[src/sam_pkg.sv]
// shared constants of the stereo audio mixer
package sam_pkg;

  localparam int SQ_BITS    = 16;
  localparam int GAIN_BITS  = 8;
  localparam int BOOST_BITS = 4;
  localparam int OUT_BITS   = 16;
  localparam int DIVISOR    = 100;
  localparam int CLIP_MAX   = 32767;
  localparam int CLIP_MIN   = -32768;

  localparam int APB_ADDR_BITS = 4;
  localparam int APB_DATA_BITS = 32;

  typedef logic [1:0] reg_idx_t;
  localparam reg_idx_t REG_SQ_GAIN    = 2'd0;
  localparam reg_idx_t REG_SYNTH_GAIN = 2'd1;
  localparam reg_idx_t REG_BOOST      = 2'd2;
  localparam reg_idx_t REG_LOWPASS    = 2'd3;

  localparam logic [GAIN_BITS-1:0]  RST_SQ_GAIN    = 8'd150;
  localparam logic [GAIN_BITS-1:0]  RST_SYNTH_GAIN = 8'd100;
  localparam logic [BOOST_BITS-1:0] RST_BOOST      = 4'd1;

  typedef logic [2:0] state_t;

endpackage

[src/stereo_audio_mixer.sv]
// stereo audio mixer: percentage gains, one-pole low-pass, boost and 16-bit clip
//
//  port group | direction | handshake           | contents
//  in_*       | input     | in_valid / in_stall | square sample, synth left/right, frame end
//  out_*      | output    | out_valid/out_stall | mixed left/right, frame end
//  APB        | slave     | psel/penable/pready | four config registers at 4*i
//
// one word passes through the states in order: each of the three source terms takes a gain
// multiply and then a reciprocal multiply for the divide by 100; filter, two boost
// multiplies, hand-off and a return to idle follow.
// in_stall is high while a word is being worked on; a finished word waits in the output
// register, and the next word is taken meanwhile; a stalled full output holds the hand-off.
// synchronous active-low reset clears control state and filter history, loads config defaults
module stereo_audio_mixer #(
  parameter int SYNTH_SAMPLE_BITS = 24
) (
  input  logic                                   clk,
  input  logic                                   rst_n,
  input  logic                                   in_valid,
  output logic                                   in_stall,
  input  logic signed [sam_pkg::SQ_BITS-1:0]     in_square_sample,
  input  logic signed [SYNTH_SAMPLE_BITS-1:0]    in_synth_left,
  input  logic signed [SYNTH_SAMPLE_BITS-1:0]    in_synth_right,
  input  logic                                   in_frame_end_in,
  output logic                                   out_valid,
  input  logic                                   out_stall,
  output logic signed [sam_pkg::OUT_BITS-1:0]    out_mixed_left,
  output logic signed [sam_pkg::OUT_BITS-1:0]    out_mixed_right,
  output logic                                   out_frame_end_out,
  input  logic                                   psel,
  input  logic                                   penable,
  input  logic                                   pwrite,
  input  logic [sam_pkg::APB_ADDR_BITS-1:0]      paddr,
  input  logic [sam_pkg::APB_DATA_BITS-1:0]      pwdata,
  output logic [sam_pkg::APB_DATA_BITS-1:0]      prdata,
  output logic                                   pready
);
  import sam_pkg::*;

  localparam int W   = SYNTH_SAMPLE_BITS;
  // headroom so that the square term plus a synth term never wraps
  localparam int SW  = (W > SQ_BITS) ? W : SQ_BITS + 1;
  localparam int AW  = SW + 2;
  localparam int PW  = AW + GAIN_BITS + 1;
  // magnitude of source times gain fits in MB bits
  localparam int MB  = SW + 7;
  localparam int RW  = MB + 1;
  localparam int K   = MB + 7;
  localparam int PRW = MB + RW;

  localparam state_t ST_IDLE = 3'd0;
  localparam state_t ST_MUL  = 3'd1;
  localparam state_t ST_DIV  = 3'd2;
  localparam state_t ST_FILT = 3'd3;
  localparam state_t ST_BST  = 3'd4;
  localparam state_t ST_DONE = 3'd5;

  // ceil(2^K / 100): exact floor division for every magnitude below 2^MB
  localparam logic [63:0]             RECIP_FULL = ((64'd1 << K) + 64'(DIVISOR) - 64'd1)
                                                   / 64'(DIVISOR);
  localparam logic [RW-1:0]           RECIP = RECIP_FULL[RW-1:0];
  localparam logic signed [PW-1:0]    P_MAX = PW'(CLIP_MAX);
  localparam logic signed [PW-1:0]    P_MIN = PW'(CLIP_MIN);

  // config registers
  logic [GAIN_BITS-1:0]  sq_gain_r, synth_gain_r;
  logic [BOOST_BITS-1:0] boost_r;
  logic                  lowpass_r;

  // sequencer and datapath
  state_t                state_r, state_nxt;
  logic [1:0]            sel_r, sel_nxt;
  logic signed [SQ_BITS-1:0] sq_r;
  logic signed [W-1:0]   sl_r, sr_r;
  logic                  fe_r;
  logic                  neg_r, neg_nxt;
  logic [MB-1:0]         mag_r;
  logic signed [AW-1:0]  base_r, acc_l_r, acc_r_r;
  logic signed [AW-1:0]  prev_l_r, prev_r_r;
  logic signed [OUT_BITS-1:0] res_l_r, res_r_r;

  logic                  out_valid_r, out_valid_nxt;
  logic signed [OUT_BITS-1:0] out_l_r, out_r_r;
  logic                  out_fe_r;

  logic                  in_take, out_load, cfg_wr;
  logic signed [AW-1:0]  mul_a;
  logic [GAIN_BITS-1:0]  mul_b;
  logic signed [PW-1:0]  prod;
  logic [MB-1:0]         prod_mag;
  logic signed [OUT_BITS-1:0] prod_clip;
  logic [PRW-1:0]        recip_prod;
  logic [PRW-K-1:0]      quot;
  logic signed [AW-1:0]  term;
  logic signed [AW:0]    sum_l, sum_r;
  logic signed [AW-1:0]  filt_l, filt_r;

  assign pready   = 1'b1;
  assign cfg_wr   = psel & penable & pwrite;
  assign in_stall = (state_r != ST_IDLE);
  assign in_take  = in_valid & ~in_stall;
  assign out_load = (state_r == ST_DONE) & (~out_valid_r | ~out_stall);

  assign out_valid         = out_valid_r;
  assign out_mixed_left    = out_l_r;
  assign out_mixed_right   = out_r_r;
  assign out_frame_end_out = out_fe_r;

  // register read-back
  always_comb begin
    prdata = '0;
    unique case (paddr[3:2])
      REG_SQ_GAIN:    prdata[GAIN_BITS-1:0]  = sq_gain_r;
      REG_SYNTH_GAIN: prdata[GAIN_BITS-1:0]  = synth_gain_r;
      REG_BOOST:      prdata[BOOST_BITS-1:0] = boost_r;
      REG_LOWPASS:    prdata[0]              = lowpass_r;
    endcase
  end

  always_ff @(posedge clk) begin
    if (!rst_n) begin
      sq_gain_r    <= RST_SQ_GAIN;
      synth_gain_r <= RST_SYNTH_GAIN;
      boost_r      <= RST_BOOST;
      lowpass_r    <= 1'b0;
    end else if (cfg_wr) begin
      unique case (paddr[3:2])
        REG_SQ_GAIN:    sq_gain_r    <= pwdata[GAIN_BITS-1:0];
        REG_SYNTH_GAIN: synth_gain_r <= pwdata[GAIN_BITS-1:0];
        REG_BOOST:      boost_r      <= pwdata[BOOST_BITS-1:0];
        REG_LOWPASS:    lowpass_r    <= pwdata[0];
      endcase
    end
  end

  // shared multiplier: source times gain, or channel (filtered if low-pass on) times boost
  always_comb begin
    mul_a = '0;
    mul_b = synth_gain_r;
    if (state_r == ST_BST) begin
      mul_a = (sel_r == 2'd0) ? acc_l_r : acc_r_r;
      mul_b = GAIN_BITS'(boost_r);
    end else begin
      case (sel_r)
        2'd0: begin
          mul_a = {{(AW-SQ_BITS){sq_r[SQ_BITS-1]}}, sq_r};
          mul_b = sq_gain_r;
        end
        2'd1:    mul_a = {{(AW-W){sl_r[W-1]}}, sl_r};
        default: mul_a = {{(AW-W){sr_r[W-1]}}, sr_r};
      endcase
    end
  end

  assign prod     = PW'(mul_a) * $signed({1'b0, mul_b});
  assign prod_mag = prod[PW-1] ? MB'(-prod) : prod[MB-1:0];

  always_comb begin
    if (prod > P_MAX)
      prod_clip = OUT_BITS'(CLIP_MAX);
    else if (prod < P_MIN)
      prod_clip = OUT_BITS'(CLIP_MIN);
    else
      prod_clip = prod[OUT_BITS-1:0];
  end

  // divide by 100 as a reciprocal multiply on the magnitude, sign put back after
  assign recip_prod = PRW'(mag_r) * PRW'(RECIP);
  assign quot       = recip_prod[PRW-1:K];
  assign term       = neg_r ? -$signed({1'b0, quot}) : $signed({1'b0, quot});

  // one-pole filter: floor of the mean with the previous value
  assign sum_l  = {prev_l_r[AW-1], prev_l_r} + {acc_l_r[AW-1], acc_l_r};
  assign sum_r  = {prev_r_r[AW-1], prev_r_r} + {acc_r_r[AW-1], acc_r_r};
  assign filt_l = sum_l[AW:1];
  assign filt_r = sum_r[AW:1];

  always_comb begin
    state_nxt     = state_r;
    sel_nxt       = sel_r;
    neg_nxt       = neg_r;
    out_valid_nxt = out_valid_r;
    if (out_valid_r && !out_stall)
      out_valid_nxt = 1'b0;
    unique case (state_r)
      ST_IDLE: begin
        if (in_take) begin
          state_nxt = ST_MUL;
          sel_nxt   = 2'd0;
        end
      end
      ST_MUL: begin
        neg_nxt   = prod[PW-1];
        state_nxt = ST_DIV;
      end
      ST_DIV: begin
        if (sel_r == 2'd2) begin
          state_nxt = ST_FILT;
        end else begin
          sel_nxt   = sel_r + 1'b1;
          state_nxt = ST_MUL;
        end
      end
      ST_FILT: begin
        sel_nxt   = 2'd0;
        state_nxt = ST_BST;
      end
      ST_BST: begin
        sel_nxt = sel_r + 1'b1;
        if (sel_r == 2'd1)
          state_nxt = ST_DONE;
      end
      ST_DONE: begin
        if (out_load) begin
          out_valid_nxt = 1'b1;
          state_nxt     = ST_IDLE;
        end
      end
      default: state_nxt = ST_IDLE;
    endcase
  end

  always_ff @(posedge clk) begin
    if (!rst_n) begin
      state_r     <= ST_IDLE;
      sel_r       <= '0;
      neg_r       <= 1'b0;
      out_valid_r <= 1'b0;
      prev_l_r    <= '0;
      prev_r_r    <= '0;
    end else begin
      state_r     <= state_nxt;
      sel_r       <= sel_nxt;
      neg_r       <= neg_nxt;
      out_valid_r <= out_valid_nxt;
      if (state_r == ST_FILT && lowpass_r) begin
        prev_l_r <= filt_l;
        prev_r_r <= filt_r;
      end
    end
  end

  // payload registers
  always_ff @(posedge clk) begin
    if (in_take) begin
      sq_r <= in_square_sample;
      sl_r <= in_synth_left;
      sr_r <= in_synth_right;
      fe_r <= in_frame_end_in;
    end
    if (state_r == ST_MUL)
      mag_r <= prod_mag;
    if (state_r == ST_DIV) begin
      case (sel_r)
        2'd0:    base_r  <= term;
        2'd1:    acc_l_r <= base_r + term;
        default: acc_r_r <= base_r + term;
      endcase
    end
    if (state_r == ST_FILT && lowpass_r) begin
      acc_l_r <= filt_l;
      acc_r_r <= filt_r;
    end
    if (state_r == ST_BST) begin
      if (sel_r == 2'd0)
        res_l_r <= prod_clip;
      else
        res_r_r <= prod_clip;
    end
    if (out_load) begin
      out_l_r  <= res_l_r;
      out_r_r  <= res_r_r;
      out_fe_r <= fe_r;
    end
  end

`ifndef SYNTH
  a_take_starts: assert property (@(posedge clk) disable iff (!rst_n)
    in_valid && !in_stall |=> state_r == ST_MUL && sel_r == 2'd0)
    else $error("accepted word did not start the square term");

  a_out_hold: assert property (@(posedge clk) disable iff (!rst_n)
    out_valid && out_stall |=> out_valid && $stable(out_mixed_left)
      && $stable(out_mixed_right) && $stable(out_frame_end_out))
    else $error("stalled output word changed");

  a_hist_hold: assert property (@(posedge clk) disable iff (!rst_n)
    state_r == ST_FILT && !lowpass_r |=> $stable(prev_l_r) && $stable(prev_r_r))
    else $error("filter history changed with the filter off");

  a_load_valid: assert property (@(posedge clk) disable iff (!rst_n)
    out_load |=> out_valid && state_r == ST_IDLE)
    else $error("finished word not presented");
`endif

endmodule

[config.mk]
export PLATFORM = sky130hd
export DESIGN_NAME = stereo_audio_mixer
export DESIGN_NICKNAME = d
export VERILOG_FILES = /design/src/sam_pkg.sv /design/src/stereo_audio_mixer.sv
export SDC_FILE = /design/constraint.sdc
export NUM_CORES = 2
export LEC_CHECK = 0
export BUFFER_PORTS_ARGS = -buffer_cell sky130_fd_sc_hd__clkbuf_2
export CORE_MARGIN = 2
export CORE_UTILIZATION = 50
export CTS_BUF_LIST = sky130_fd_sc_hd__clkbuf_4 sky130_fd_sc_hd__clkbuf_8 sky130_fd_sc_hd__clkbuf_16
export DETAILED_ROUTE_END_ITERATION = 7
export PLACE_DENSITY = 0.69
export SYNTH_ARGS = -nofsm -noshare
export SYNTH_HDL_FRONTEND = slang
export SYNTH_SLANG_ARGS = --single-unit
export TNS_END_PERCENT = 100
[constraint.sdc]
create_clock -name clk -period 11.02 [get_ports clk]
set_input_delay 3.306 -clock clk [delete_from_list [all_inputs] [get_ports clk]]
set_output_delay 3.306 -clock clk [all_outputs]
set_load 0.02 [all_outputs]
==> impl_metrics.py <==
metrics = {
    "logic_synthesis": {
        "synth-compound-area-share_pct": 11.2,
        "netlist_instances": 4237,
        "yosys.area_share.adder_pct": 42.7,
        "syn_avg_cell_area_um2": 9.71,
        "synth_top_area_share_pct": 26.3,
        "synth-async-reset-ratio_pct": 0,
        "synth_edf_count": 239,
        "yosysWarnings": 0,
        "synth_mux_area_share_pct": 1.52,
        "synth_seq_cells": 319,
        "yosys.cell_types.count": 97,
        "synth_top_area_cell": "fa_1",
        "synth_top_family_by_area": "adder cells",
        "seq_area_frac_synth_pct": 21.3,
        "synth_top_flop_cell": "edfxtp_1",
        "synthXorXnorAreaFrac_pct": 3.30,
        "synth_area_leaders": "fa_1, edfxtp_1, ha_1, inv_1, dfxtp_1",
        "netlist_area_mm2": 0.0412,
        "synth-simple-area-share_pct": 11.0,
    },
    "clocking": {
        "clk_pin_slew_worst_paths_ns": 0.07,
        "cts_buffer_depth": 3,
        "tritoncts": "done",
        "cts-buffers-inserted": 34,
        "clk_latency_ns": 0.55,
        "root_buffer": "clkbuf_16",
        "clock-sinks": 319,
        "htreeDepth": 2,
    },
    "setup_path": {
        "ff2ff_setup_slack_ns": 0.18,
        "path_class": "flop to flop",
        "critPathBufInv": 10,
        "cp_max_fo": 4,
        "crit_end": "acc_l_r[25]$_DFFE_PP_",
        "critPathSlowestCell": "fa_2",
        "critPathLaunchType": "flop",
        "rr_startpoint": "mag_r[12]$_DFFE_PP_",
        "crit_path_start": "mag_r[12]$_DFFE_PP_",
        "required_ns": 11.31,
        "reg2reg_depth": 41,
        "crit_cells": 41,
        "cp_top_family": "adder cells",
        "max_stage_delay_ns": 0.59,
        "cp.arrival_ns": 11.13,
        "rr_endpoint": "acc_l_r[25]$_DFFE_PP_",
        "endpoint_kind": "flop",
        "cpMostUsedCell": "fa_1",
    },
    "die": {
        "die_w_um": 291,
        "die-area_mm2": 0.0846,
        "pin_count": 176,
        "initial_core_util_pct": 50.3,
        "die_height_um": 291,
        "fp.coreArea_mm2": 0.0818,
        "rows": 105,
    },
    "hold_path": {
        "hp-class": "flop to flop",
    },
    "layout": {
        "utilization_pct": 56.4,
        "layout.cells.non_filler": 5659,
        "fin_nets": 5752,
        "regArea_mm2": 0.00878,
        "drive_gt1_share_pct": 12.0,
        "diodes": 0,
        "layout_commonest_cell": "inv_1",
        "fin_area_mm2": 0.0462,
        "area_growth_pct": 12.2,
        "most-common-layout-cells": "inv_1, fa_1, ha_1, nand2_1, nor2_1",
        "fillers": 7167,
        "multiInputGateArea_mm2": 0.0290,
    },
    "drt": {
        "wl_per_cell_um": 19.1,
        "wl_um": 108000,
        "drtAntennaViolNets": 0,
        "viasPerCell": 5.45,
        "drc": 0,
        "drtIter0Drc": 2040,
        "drt-pass1-iter-count": 5,
        "vias": 30900,
    },
    "place": {
        "placed_cell_area_mm2": 0.0447,
        "gp_congestion": 0.975,
        "dp_hpwl_um": 90800,
        "placed_cells": 5587,
        "port_buffers": 124,
    },
    "status": {
        "status": "complete, no violations",
    },
    "grt": {
        "antenna_found_initial": 0,
        "grt.overflow.total": 0,
        "grt_pass1_wl_um": 172000,
        "groute.usage.overall_pct": 25.9,
        "grt_pass1_vias": 31200,
        "grt_max_degree": 68,
    },
    "timing": {
        "skew_ns": 0.0193,
        "max_slew_margin_pct": 24.7,
        "hold_ws_ns": 0.417,
        "setup_viol": 0,
        "worst_pin_slew_ns": 1.12,
        "period_share_pct": 98.4,
        "fmax_mhz": 92.3,
        "rsz0062_at_grt": "yes",
        "post-route-min-period_ns": 10.84,
        "hold_viol": 0,
        "drv_slew": 0,
    },
    "job": {
        "drv_cap": 0,
    },
}
==> worst register-to-register path: cells and delay by family (launching register included) <==
kind,cells,cell delay (ns)
adders and majority gates,10,4.34
and+or+nand+nor,8,1.76
DFF,1,0.50
AOI/OAI and AO/OA,11,2.65
buffers and inverters,10,1.03
xor gates and xnor gates,2,0.32
==> flip-flops by register name, indices dropped and copies added, names as in the netlist, 4 cells and up <==
signal           flops
mag_r               31
acc_l_r             26
acc_r_r             26
base_r              26
prev_l_r            26
prev_r_r            26
sl_r                24
sr_r                24
out_mixed_left      16
out_mixed_right     16
res_l_r             16
res_r_r             16
sq_r                16
sq_gain_r            8
synth_gain_r         8
boost_r              4
==> kinds of logic (layout without fill, tap and decap cells) <==
group / after synthesis / count (layout)
AOI/OAI and AO/OA: 705 / 705
xor gates and xnor gates: 155 / 155
adders and majority gates: 1079 / 1079
buffers and inverters: 958 / 1287
DFF: 319 / 319
muxes: 60 / 60
other: 2 / 25
and+or+nand+nor: 959 / 959
==> through the flow <==
stage	setup WS (ns)	setup TNS (ns)
2_1_floorplan	0.588	0
3_3_place_gp	-0.0448	-0.0887
3_5_place_dp	-0.0939	-0.177
4_1_cts	0.00444	0
5_1_grt	-0.196	-0.378
6_report	0.181	0
==> worst min-delay path by stage <==
stage,startpoint,to,slack (ns),cells after the start
4_1_cts,res_l_r[11]$_DFFE_PP_,out_mixed_left[11]$_DFFE_PP_,0.42,0
6_report,res_l_r[11]$_DFFE_PP_,out_mixed_left[11]$_DFFE_PP_,0.42,0
2_1_floorplan,fe_r$_DFFE_PP_,out_frame_end_out$_DFFE_PP_,0.40,0
3_5_place_dp,res_l_r[11]$_DFFE_PP_,out_mixed_left[11]$_DFFE_PP_,0.40,0
5_1_grt,res_r_r[4]$_DFFE_PP_,out_mixed_right[4]$_DFFE_PP_,0.43,0
3_3_place_gp,res_r_r[7]$_DFFE_PP_,out_mixed_right[7]$_DFFE_PP_,0.40,0
==> timing repair <==
item,CTS,global route
pin swaps,2,21
hold buffers,0,0
setup endpoints to repair,2,10
gates resized for setup,5,39
buffers inserted,3,9
==> Yosys cell counts (8+ instances only) <==
library cell and number:
nor4_1 15, o21ai_1 12, xnor2_1 109, fa_1 540
nor3b_1 9, nor2b_1 25, buf_4 25, a21o_1 100
xor2_1 46, o211a_1 9, ha_1 539, o21a_1 26
and3_1 27, mux2_2 8, o21bai_1 14, nand3_1 62
nand2b_1 47, and4_1 9, a31oi_1 17, nor2_1 275
or3_1 21, inv_1 839, and2_1 18, o31ai_1 18
clkbuf_1 78, a21oi_1 225, a22o_1 14, buf_1 11
a211oi_1 39, nand4_1 23, a221o_1 12, o211ai_1 9
mux2i_1 50, nor3_1 51, dfxtp_1 80, o21ai_0 121
nand2_1 322, or2_2 19, edfxtp_1 239
==> per-layer routing <==
layer	global-route usage (%)	part of all wire, %	vias to the layer above
li1	-	-	14600
met1	35.1	43	15200
met2	43.1	47	853
met4	8.38	3.5	0
met3	3.46	5.8	168
met5	0	0	-
==> final cells by class <==
| class | instances | share of cell area, % |
|---|---|---|
| inverters | 839 | 6.82 |
| clock inverters | 17 | 0.482 |
| clock buffers | 43 | 2.09 |
| flip-flops and latches | 319 | 19.0 |
| repair buffers | 388 | 5.85 |
| multi-input cells | 2983 | 62.9 |
| well taps | 1070 | 2.90 |
Power is not shown: default switching activity piles up to over one toggle a cycle in this logic, so the estimate is an artifact.
